`config.mk`:
```
export PLATFORM = sky130hd
export DESIGN_NAME = occupancy_grid_collision_scan
export DESIGN_NICKNAME = d
export VERILOG_FILES = /design/src/hw/rtl/ogcs_pkg.sv /design/src/hw/rtl/ogcs_ram.sv /design/src/hw/rtl/ogcs_pos.sv /design/src/hw/rtl/occupancy_grid_collision_scan.sv
export SDC_FILE = /design/constraint.sdc
export NUM_CORES = 2
export LEC_CHECK = 0
export BUFFER_PORTS_ARGS = -buffer_cell sky130_fd_sc_hd__buf_2
export CAP_MARGIN = 20
export CORE_ASPECT_RATIO = 0.8
export CORE_UTILIZATION = 30
export DETAILED_ROUTE_END_ITERATION = 16
export PLACE_DENSITY = 0.48
export REMOVE_ABC_BUFFERS = 1
export SYNTH_ARGS = -nofsm -noshare
export SYNTH_HDL_FRONTEND = slang
export SYNTH_SLANG_ARGS = --single-unit
```
`constraint.sdc`:
```
create_clock -name clk -period 50.2 [get_ports clk]
set_clock_uncertainty 0.2 [all_clocks]
set_input_delay 7.53 -clock clk [delete_from_list [all_inputs] [get_ports clk]]
set_output_delay 7.53 -clock clk [all_outputs]
set_load 0.03 [all_outputs]
```
`src/hw/rtl/ogcs_pkg.sv`:
```
// ogcs_pkg: shared types, register codes and road color test for the grid scan
// used by ogcs_pos, occupancy_grid_collision_scan and the bench files; no dependencies
`timescale 1ns / 1ps

package ogcs_pkg;

  // configuration port
  localparam int CFG_IDX_W  = 3;
  localparam int CFG_DATA_W = 11;

  localparam logic [CFG_IDX_W-1:0] REG_FRAME_WIDTH  = 3'd0;
  localparam logic [CFG_IDX_W-1:0] REG_FRAME_HEIGHT = 3'd1;
  localparam logic [CFG_IDX_W-1:0] REG_CELL_SIZE    = 3'd2;
  localparam logic [CFG_IDX_W-1:0] REG_IGNORE_ROW   = 3'd3;

  // register reset values
  localparam logic [10:0] FRAME_WIDTH_RST  = 11'd640;
  localparam logic [10:0] FRAME_HEIGHT_RST = 11'd360;
  localparam logic [6:0]  CELL_SIZE_RST    = 7'd20;
  localparam logic [10:0] IGNORE_ROW_RST   = 11'd13;

  // road class colors
  localparam logic [7:0] ROAD_C0 = 8'd128;
  localparam logic [7:0] ROAD_C1 = 8'd64;
  localparam logic [7:0] ROAD_C2 = 8'd128;
  localparam logic [7:0] VOID_C  = 8'd0;

  // output field widths
  localparam int COORD_W = 10;
  localparam int COUNT_W = 21;

  // per-pixel position flags from the raster counters
  typedef struct packed {
    logic cell_end;
    logic frame_done;
  } pos_flags_t;

  function automatic logic is_road(input logic [7:0] c0, input logic [7:0] c1,
                                   input logic [7:0] c2);
    is_road = (c0 == ROAD_C0 && c1 == ROAD_C1 && c2 == ROAD_C2) ||
              (c0 == VOID_C && c1 == VOID_C && c2 == VOID_C);
  endfunction

endpackage

```
`src/hw/rtl/ogcs_ram.sv`:
```
// ogcs_ram: generic single write port, single read port ram with registered read
// no dependencies
`timescale 1ns / 1ps

module ogcs_ram #(
  parameter int WIDTH = 1,
  parameter int DEPTH = 1024
) (
  input  logic                     clk,
  input  logic                     we,
  input  logic [$clog2(DEPTH)-1:0] waddr,
  input  logic [WIDTH-1:0]         wdata,
  input  logic                     re,
  input  logic [$clog2(DEPTH)-1:0] raddr,
  output logic [WIDTH-1:0]         rdata
);

  logic [WIDTH-1:0] mem [DEPTH];

  // write port
  always_ff @(posedge clk) begin
    if (we) begin
      mem[waddr] <= wdata;
    end
  end

  // registered read, holds when not enabled
  always_ff @(posedge clk) begin
    if (re) begin
      rdata <= mem[raddr];
    end
  end

endmodule

```
`src/hw/rtl/ogcs_pos.sv`:
```
// ogcs_pos: raster position counters, pixel and cell offsets, grid coordinates
// depends on ogcs_pkg
`timescale 1ns / 1ps

module ogcs_pos #(
  parameter int XW = 10,
  parameter int YW = 10,
  parameter int OW = 6
) (
  input  logic                clk,
  input  logic                rst,
  input  logic                restart,
  input  logic                step,
  input  logic [XW:0]         w,
  input  logic [YW:0]         h,
  input  logic [OW:0]         cs,
  output logic [XW-1:0]       grid_col,
  output logic [YW-1:0]       grid_row,
  output ogcs_pkg::pos_flags_t flags
);

  import ogcs_pkg::*;

  logic [XW-1:0] pixel_x;
  logic [YW-1:0] pixel_y;
  logic [OW-1:0] offset_x;
  logic [OW-1:0] offset_y;

  logic row_end;
  logic col_end;
  logic oy_end;
  logic py_last;
  logic frame_done;

  // end-of-span tests for the current pixel
  always_comb begin
    row_end    = ({1'b0, pixel_x} + (XW+1)'(1)) >= w;
    col_end    = row_end || (({1'b0, offset_x} + (OW+1)'(1)) >= cs);
    oy_end     = ({1'b0, offset_y} + (OW+1)'(1)) >= cs;
    py_last    = ({1'b0, pixel_y} + (YW+1)'(1)) >= h;
    frame_done = row_end && py_last;
    flags.cell_end   = col_end && (py_last || oy_end);
    flags.frame_done = frame_done;
  end

  // raster advance
  always_ff @(posedge clk) begin
    if (rst || restart || (step && frame_done)) begin
      pixel_x  <= '0;
      pixel_y  <= '0;
      offset_x <= '0;
      offset_y <= '0;
      grid_col <= '0;
      grid_row <= '0;
    end else if (step) begin
      if (row_end) begin
        pixel_x  <= '0;
        offset_x <= '0;
        grid_col <= '0;
        pixel_y  <= pixel_y + YW'(1);
        if (oy_end) begin
          offset_y <= '0;
          grid_row <= grid_row + YW'(1);
        end else begin
          offset_y <= offset_y + OW'(1);
        end
      end else begin
        pixel_x <= pixel_x + XW'(1);
        if (col_end) begin
          offset_x <= '0;
          grid_col <= grid_col + XW'(1);
        end else begin
          offset_x <= offset_x + OW'(1);
        end
      end
    end
  end

endmodule

```
`src/hw/rtl/occupancy_grid_collision_scan.sv`:
```
// Occupancy grid collision scan: ORs non-road pixels over square cells, emits cell occupancy.
// Throughput one pixel per cycle while the output is not stalled; a pixel request is held in the
// stage 1 registers and its cell result goes to the output register when stage 1 fires. The column
// flag ram (one read, one write port) with forwarding of the previous write sets that rate.
// After reset and after every write to a defined register a clearing pass zeroes every address of
// the flag ram with in_ready low. Depends on ogcs_pkg, ogcs_ram, ogcs_pos.
`timescale 1ns / 1ps

module occupancy_grid_collision_scan #(
  parameter int MAX_WIDTH  = 1024,
  parameter int MAX_HEIGHT = 1024,
  parameter int MAX_CELL   = 64
) (
  input  logic                               clk,
  input  logic                               rst,
  input  logic                               cfg_valid,
  output logic                               cfg_ready,
  input  logic [ogcs_pkg::CFG_IDX_W-1:0]     cfg_index,
  input  logic [ogcs_pkg::CFG_DATA_W-1:0]    cfg_data,
  input  logic                               in_valid,
  output logic                               in_ready,
  input  logic [7:0]                         chan0,
  input  logic [7:0]                         chan1,
  input  logic [7:0]                         chan2,
  output logic                               out_valid,
  input  logic                               out_ready,
  output logic [ogcs_pkg::COORD_W-1:0]       cell_row,
  output logic [ogcs_pkg::COORD_W-1:0]       cell_col,
  output logic                               occupied,
  output logic                               frame_end,
  output logic                               collision_found,
  output logic [ogcs_pkg::COORD_W-1:0]       first_row,
  output logic [ogcs_pkg::COORD_W-1:0]       first_col,
  output logic [ogcs_pkg::COUNT_W-1:0]       obstacle_count
);

  import ogcs_pkg::*;

  localparam int XW = $clog2(MAX_WIDTH);
  localparam int YW = $clog2(MAX_HEIGHT);
  localparam int OW = $clog2(MAX_CELL);

  // configuration registers
  logic [10:0] frame_width;
  logic [10:0] frame_height;
  logic [6:0]  cell_size;
  logic [10:0] ignore_row_start;

  logic cfg_write;
  logic cfg_hit;

  assign cfg_ready = 1'b1;
  assign cfg_write = cfg_valid && cfg_ready;

  always_comb begin
    unique case (cfg_index) inside
      REG_FRAME_WIDTH, REG_FRAME_HEIGHT, REG_CELL_SIZE, REG_IGNORE_ROW: cfg_hit = cfg_write;
      default: cfg_hit = 1'b0;
    endcase
  end

  always_ff @(posedge clk) begin
    if (rst) begin
      frame_width      <= FRAME_WIDTH_RST;
      frame_height     <= FRAME_HEIGHT_RST;
      cell_size        <= CELL_SIZE_RST;
      ignore_row_start <= IGNORE_ROW_RST;
    end else if (cfg_write) begin
      unique case (cfg_index)
        REG_FRAME_WIDTH:  frame_width      <= cfg_data;
        REG_FRAME_HEIGHT: frame_height     <= cfg_data;
        REG_CELL_SIZE:    cell_size        <= cfg_data[6:0];
        REG_IGNORE_ROW:   ignore_row_start <= cfg_data;
        default: ;
      endcase
    end
  end

  // clamped frame geometry
  logic [31:0] w32, h32, cs32;
  logic [XW:0] w_eff;
  logic [YW:0] h_eff;
  logic [OW:0] cs_eff;

  always_comb begin
    if (frame_width == '0) w32 = 32'd1;
    else if (32'(frame_width) > 32'(MAX_WIDTH)) w32 = 32'(MAX_WIDTH);
    else w32 = 32'(frame_width);
    if (frame_height == '0) h32 = 32'd1;
    else if (32'(frame_height) > 32'(MAX_HEIGHT)) h32 = 32'(MAX_HEIGHT);
    else h32 = 32'(frame_height);
    if (cell_size == '0) cs32 = 32'd1;
    else if (32'(cell_size) > 32'(MAX_CELL)) cs32 = 32'(MAX_CELL);
    else cs32 = 32'(cell_size);
    w_eff  = w32[XW:0];
    h_eff  = h32[YW:0];
    cs_eff = cs32[OW:0];
  end

  // clearing pass over the flag ram
  logic          clearing;
  logic [XW-1:0] clr_addr;

  always_ff @(posedge clk) begin
    if (rst || cfg_hit) begin
      clearing <= 1'b1;
      clr_addr <= '0;
    end else if (clearing) begin
      clr_addr <= clr_addr + XW'(1);
      if (clr_addr == XW'(MAX_WIDTH - 1)) begin
        clearing <= 1'b0;
      end
    end
  end

  // handshake and stage control
  logic s1_valid;
  logic s1_fire;
  logic accept;

  assign s1_fire  = s1_valid && (!out_valid || out_ready);
  assign in_ready = !clearing && (!s1_valid || s1_fire);
  assign accept   = in_valid && in_ready;

  // raster position
  logic [XW-1:0] pos_col;
  logic [YW-1:0] pos_row;
  pos_flags_t    pos_flags;

  ogcs_pos #(
    .XW(XW),
    .YW(YW),
    .OW(OW)
  ) u_pos (
    .clk      (clk),
    .rst      (rst),
    .restart  (cfg_hit),
    .step     (accept),
    .w        (w_eff),
    .h        (h_eff),
    .cs       (cs_eff),
    .grid_col (pos_col),
    .grid_row (pos_row),
    .flags    (pos_flags)
  );

  // stage 1 request registers
  logic [XW-1:0] s1_col;
  logic [YW-1:0] s1_row;
  pos_flags_t    s1_flags;
  logic          s1_nonroad;
  logic          s1_fwd;
  logic          fwd_data;
  logic          fwd_hit;

  assign fwd_hit = accept && s1_fire && (pos_col == s1_col);

  always_ff @(posedge clk) begin
    if (rst || cfg_hit) begin
      s1_valid <= 1'b0;
    end else if (accept) begin
      s1_valid <= 1'b1;
    end else if (s1_fire) begin
      s1_valid <= 1'b0;
    end
  end

  always_ff @(posedge clk) begin
    if (accept) begin
      s1_col     <= pos_col;
      s1_row     <= pos_row;
      s1_flags   <= pos_flags;
      s1_nonroad <= !is_road(chan0, chan1, chan2);
      s1_fwd     <= fwd_hit;
    end
  end

  // column flag ram, read on accept, written back from stage 1 or zeroed while clearing
  logic          ram_we;
  logic [XW-1:0] ram_waddr;
  logic          ram_wdata;
  logic          ram_rdata;
  logic          flag_old;
  logic          occ;
  logic          flag_new;

  assign flag_old = s1_fwd ? fwd_data : ram_rdata;
  assign occ      = flag_old || s1_nonroad;
  assign flag_new = s1_flags.cell_end ? 1'b0 : occ;

  assign ram_we    = clearing || s1_fire;
  assign ram_waddr = clearing ? clr_addr : s1_col;
  assign ram_wdata = clearing ? 1'b0 : flag_new;

  always_ff @(posedge clk) begin
    if (s1_fire) begin
      fwd_data <= flag_new;
    end
  end

  ogcs_ram #(
    .WIDTH(1),
    .DEPTH(MAX_WIDTH)
  ) u_flags (
    .clk   (clk),
    .we    (ram_we),
    .waddr (ram_waddr),
    .wdata (ram_wdata),
    .re    (accept),
    .raddr (pos_col),
    .rdata (ram_rdata)
  );

  // collision summary
  logic          found;
  logic [YW-1:0] first_row_reg;
  logic [XW-1:0] first_col_reg;
  logic [COUNT_W-1:0] count_reg;

  logic          hit;
  logic          found_new;
  logic [YW-1:0] first_row_new;
  logic [XW-1:0] first_col_new;
  logic [COUNT_W-1:0] count_new;

  always_comb begin
    hit           = s1_flags.cell_end && occ && (32'(s1_row) < 32'(ignore_row_start));
    found_new     = found || hit;
    first_row_new = (hit && !found) ? s1_row : first_row_reg;
    first_col_new = (hit && !found) ? s1_col : first_col_reg;
    count_new     = count_reg + COUNT_W'(hit);
  end

  always_ff @(posedge clk) begin
    if (rst || cfg_hit || (s1_fire && s1_flags.frame_done)) begin
      found         <= 1'b0;
      first_row_reg <= '0;
      first_col_reg <= '0;
      count_reg     <= '0;
    end else if (s1_fire) begin
      found         <= found_new;
      first_row_reg <= first_row_new;
      first_col_reg <= first_col_new;
      count_reg     <= count_new;
    end
  end

  // output register
  logic        out_load;
  logic [31:0] row32, col32, frow32, fcol32;

  assign out_load = s1_fire && s1_flags.cell_end;
  assign row32    = 32'(s1_row);
  assign col32    = 32'(s1_col);
  assign frow32   = 32'(first_row_new);
  assign fcol32   = 32'(first_col_new);

  always_ff @(posedge clk) begin
    if (rst || cfg_hit) begin
      out_valid <= 1'b0;
    end else if (out_load) begin
      out_valid <= 1'b1;
    end else if (out_ready) begin
      out_valid <= 1'b0;
    end
  end

  always_ff @(posedge clk) begin
    if (out_load) begin
      cell_row        <= row32[COORD_W-1:0];
      cell_col        <= col32[COORD_W-1:0];
      occupied        <= occ;
      frame_end       <= s1_flags.frame_done;
      collision_found <= s1_flags.frame_done && found_new;
      first_row       <= s1_flags.frame_done ? frow32[COORD_W-1:0] : '0;
      first_col       <= s1_flags.frame_done ? fcol32[COORD_W-1:0] : '0;
      obstacle_count  <= s1_flags.frame_done ? count_new : '0;
    end
  end

  // checks
  a_no_accept_clearing: assert property (@(posedge clk) disable iff (rst)
    clearing |-> !accept)
    else $error("pixel request taken during flag clearing");

  a_fwd_needs_stage: assert property (@(posedge clk) disable iff (rst)
    fwd_hit |=> s1_valid && s1_fwd)
    else $error("forwarded flag without a stage 1 request");

  a_summary_only_at_end: assert property (@(posedge clk) disable iff (rst)
    out_valid && !frame_end |-> !collision_found && obstacle_count == '0)
    else $error("summary fields set on a non-final cell");

  a_cfg_restarts: assert property (@(posedge clk) disable iff (rst)
    cfg_hit |=> clearing && !s1_valid && !out_valid)
    else $error("register write did not restart the scan");

endmodule

```
==> impl_metrics.csv <==
group,metric,value,unit
global_route,via_count_of_the_first_global_routing_pass,34000,
detailed_routing,wire_per_inst,24.2,um
setup_path,worstPathRequired,42470,ps
setup_path,crit_path_end_kind,"primary output",
cts,cts_hold_buf,0,
logic_synthesis,mappedNetlistArea,55600,um2
logic_synthesis,post_synth_xor_area_fraction,1.67,%
detailed_routing,first_iter_violations,3640,
place,dpl-instance-area,58500,um2
place,finalWeightedCongestion,0.750,
power_and_ir_drop,p_total,2060,uW
global_route,global_route.usage.met2,27.0,%
detailed_routing,drt-total-wl,164000,um
detailed_routing,num_vias,34700,
place,pre_cts_setup_slack,34350,ps
cts,cts_htree_levels,3,
run_status,status,"finished clean",
cts,clock_insertion_delay_worst_skew,760,ps
setup_path,largest_driver_fanout_on_the_critical_path,3,
logic_synthesis,postSynthAreaPerCell,13.0,um2
logic_synthesis,async_reset_ff_share,0,%
cts,cts_max_path_buffers,3,
finish,final_cells,6778,
logic_synthesis,synth-adder-area-share,1.21,%
cts,cts.sink_count,1261,
cts,tritoncts,"yes",
finish,final.fill_count,18000,
setup_path,setup.worst_path.start_class,"input port",
hold_path,hold_path_class,"reg2reg",
sta,layout_setup_ws,34360,ps
logic_synthesis,synth-warning-count,0,
detailed_routing,routed_via_count_divided_by_cell_count,5.12,
sta,fin_setup_tns,0,ps
power_and_ir_drop,p_per_area,32.7,nW/um2
global_route,grt.overflow.total,0,
cts,cts_repair_resize_count,0,
setup_path,timing.critical_path.arrival,8110,ps
cts,cts.clk_slew.worst_paths,60,ps
logic_synthesis,synth_seq_area_share,65.4,%
finish,area.growth.synth_to_final,13.3,%
cts,clockRootBuffer,"sky130_fd_sc_hd__clkbuf_16",
global_route,met3_usage,3.56,%
sta,timing.fmax,63.1,MHz
place,placedCellCount,6529,
global_route,groute.usage.overall,17.2,%
place,io_buffers,108,
floorplan,fp.dieH,387,um
logic_synthesis,synth-simple-area-share,12.7,%
global_route,antenna_violations_before_repair,10,
power_and_ir_drop,power_leakage,0.0214,uW
finish,drive_above_1_share,15.2,%
run,max_cap_violations,0,
finish,nets,4361,
power_and_ir_drop,ir_worst_vdd,0.0270,mV
sta,actual_transition_at_the_worst_max_transition_pin,1120,ps
place,post-dp-hpwl,85900,um
floorplan,floorplan.initialDensity,30.4,%
cts,tritoncts.num_buffers,121,
sta,finalSetupViolCount,0,
global_route,grt_first_pass_wirelength,237000,um
detailed_routing,ant_nets,0,
floorplan,die_width,484,um
logic_synthesis,synth_edf_count,1114,
floorplan,fp.dieArea,187000,um2
sta,drv_slew,0,
sta,timing.final.crit_period,15840,ps
logic_synthesis,synth_compound_gate_area_share,4.97,%
floorplan,boundaryPins,110,
cts,post_cts_buffers,0,
sta,worst_slew_margin_rel,25.4,%
setup_path,critical_path_class,"in2out",
detailed_routing,drt_pre_antenna_iters,7,
floorplan,fp-row-count,140,
sta,final.period_utilization,31.6,%
logic_synthesis,yosys-mux-area-fraction,10.9,%
logic_synthesis,ys_types,73,
floorplan,core_region_area,183000,um2
sta,final_report_hold_violation_count,0,
global_route,globalRouteMet1Util,24.3,%
global_route,grt_most_used_layer,"met2",
logic_synthesis,synthesized_instance_count,4284,
logic_synthesis,synth_top_family_by_area,"simple AND/OR/NAND/NOR gates",
finish,largest_reg_flops,1024,
logic_synthesis,synth_top_flop_cell,"sky130_fd_sc_hd__edfxtp_1",
detailed_routing,drc,0,
finish,final_area,63000,um2
logic_synthesis,flip_flop_and_latch_count_after_synthesis,1261,
sta,grt_setup_unrepaired,"false",
global_route,grt_start_max_net_pins,250,
[metrics by stage]
step	hold WS, ps	util (%)
4_1_cts	268	34.1
6_report	261	34.4
2_1_floorplan	229	-
3_3_place_gp	248	31.9
3_5_place_dp	257	32.0
5_1_grt	284	34.4
[final cells by class]
type | count | area [um2] | area share, %
diodes | 1 | 2.50 | 0.00397
clock buffers | 144 | 3170 | 5.03
clock inverters | 78 | 674 | 1.07
inverters | 30 | 113 | 0.179
multi-input cells | 2632 | 17700 | 28.1
flip-flops and latches | 1261 | 36400 | 57.8
well taps | 2414 | 3020 | 4.79
repair buffers | 218 | 1920 | 3.04
[cells by family after synthesis]
group / Yosys count
other: 1
AO/OA/AOI/OAI: 415
AND/OR/NAND/NOR: 1712
multiplexers: 344
flip-flops: 1261
XOR/XNOR: 106
buffers and inverters: 391
adder cells (fa/ha/maj): 54
[cell usage after synthesis, drive strengths merged, types with 42 or more instances]
master | count | area share, %
xor2 | 55 | 0.87
xnor2 | 51 | 0.80
nand2 | 290 | 2.0
a21oi | 108 | 0.97
mux4 | 207 | 8.4
edfxtp | 1114 | 60
dfxtp | 147 | 5.3
o21ai | 64 | 0.58
ha | 54 | 1.2
a22oi | 42 | 0.57
buf | 95 | 1.1
nor2 | 1132 | 7.6
nor3 | 57 | 0.51
clkbuf | 266 | 1.8
nand3 | 70 | 0.65
mux2i | 126 | 2.3
[power breakdown]
group	leakage (uW)	internal [uW]	switching, uW
logic	0.00567	5.08	16.9
registers	0.0138	1120	0.965
clock network	0.00188	500	413
[per-layer routing]
metal / vias to the layer above / share of wire, %
met5: - / 0.025
met4: 6 / 2.1
met3: 235 / 7.2
met2: 1059 / 46
met1: 17900 / 45
li1: 15500 / -
[final timing paths]
check / startpoint / end / slack (ps) / cells past startpoint
min: ignore_row_start[4] / ignore_row_start[4] / 260 / 2
max: out_ready / in_ready / 34360 / 4
min reg2reg: ignore_row_start[4] / ignore_row_start[4] / 260 / 2
max reg2reg: u_pos.grid_col[0] / u_flags.rdata / 42820 / 13
[cell usage in the layout (no fill, tap or decap), types with 14 or more instances in the layout]
cell and n:
sky130_fd_sc_hd__a211oi_1 28, sky130_fd_sc_hd__a21boi_0 24, sky130_fd_sc_hd__a21o_1 14, sky130_fd_sc_hd__a21oi_1 107, sky130_fd_sc_hd__a22o_1 15, sky130_fd_sc_hd__a22oi_1 42, sky130_fd_sc_hd__and2_1 24, sky130_fd_sc_hd__buf_16 23
sky130_fd_sc_hd__buf_2 108, sky130_fd_sc_hd__buf_4 77, sky130_fd_sc_hd__clkbuf_1 19, sky130_fd_sc_hd__clkbuf_16 124, sky130_fd_sc_hd__clkinv_1 34, sky130_fd_sc_hd__clkinv_2 23, sky130_fd_sc_hd__dfxtp_1 142, sky130_fd_sc_hd__edfxtp_1 1114
sky130_fd_sc_hd__ha_1 54, sky130_fd_sc_hd__inv_1 25, sky130_fd_sc_hd__mux2i_1 126, sky130_fd_sc_hd__mux4_2 197, sky130_fd_sc_hd__nand2_1 270, sky130_fd_sc_hd__nand2_2 16, sky130_fd_sc_hd__nand3_1 68, sky130_fd_sc_hd__nand4_1 21
sky130_fd_sc_hd__nor2_1 1130, sky130_fd_sc_hd__nor3_1 56, sky130_fd_sc_hd__nor4_1 19, sky130_fd_sc_hd__o21ai_0 62, sky130_fd_sc_hd__o221ai_1 28, sky130_fd_sc_hd__o22ai_1 21, sky130_fd_sc_hd__or3_1 17, sky130_fd_sc_hd__xnor2_1 51
sky130_fd_sc_hd__xor2_1 55
[worst max-delay path, cell delays in order]
cell and delay (ps):
sky130_fd_sc_hd__buf_2 100, sky130_fd_sc_hd__nor2b_1 180, sky130_fd_sc_hd__a21oi_1 120, sky130_fd_sc_hd__buf_2 190
No activity file was read; power rests on OpenSTA's default activity.
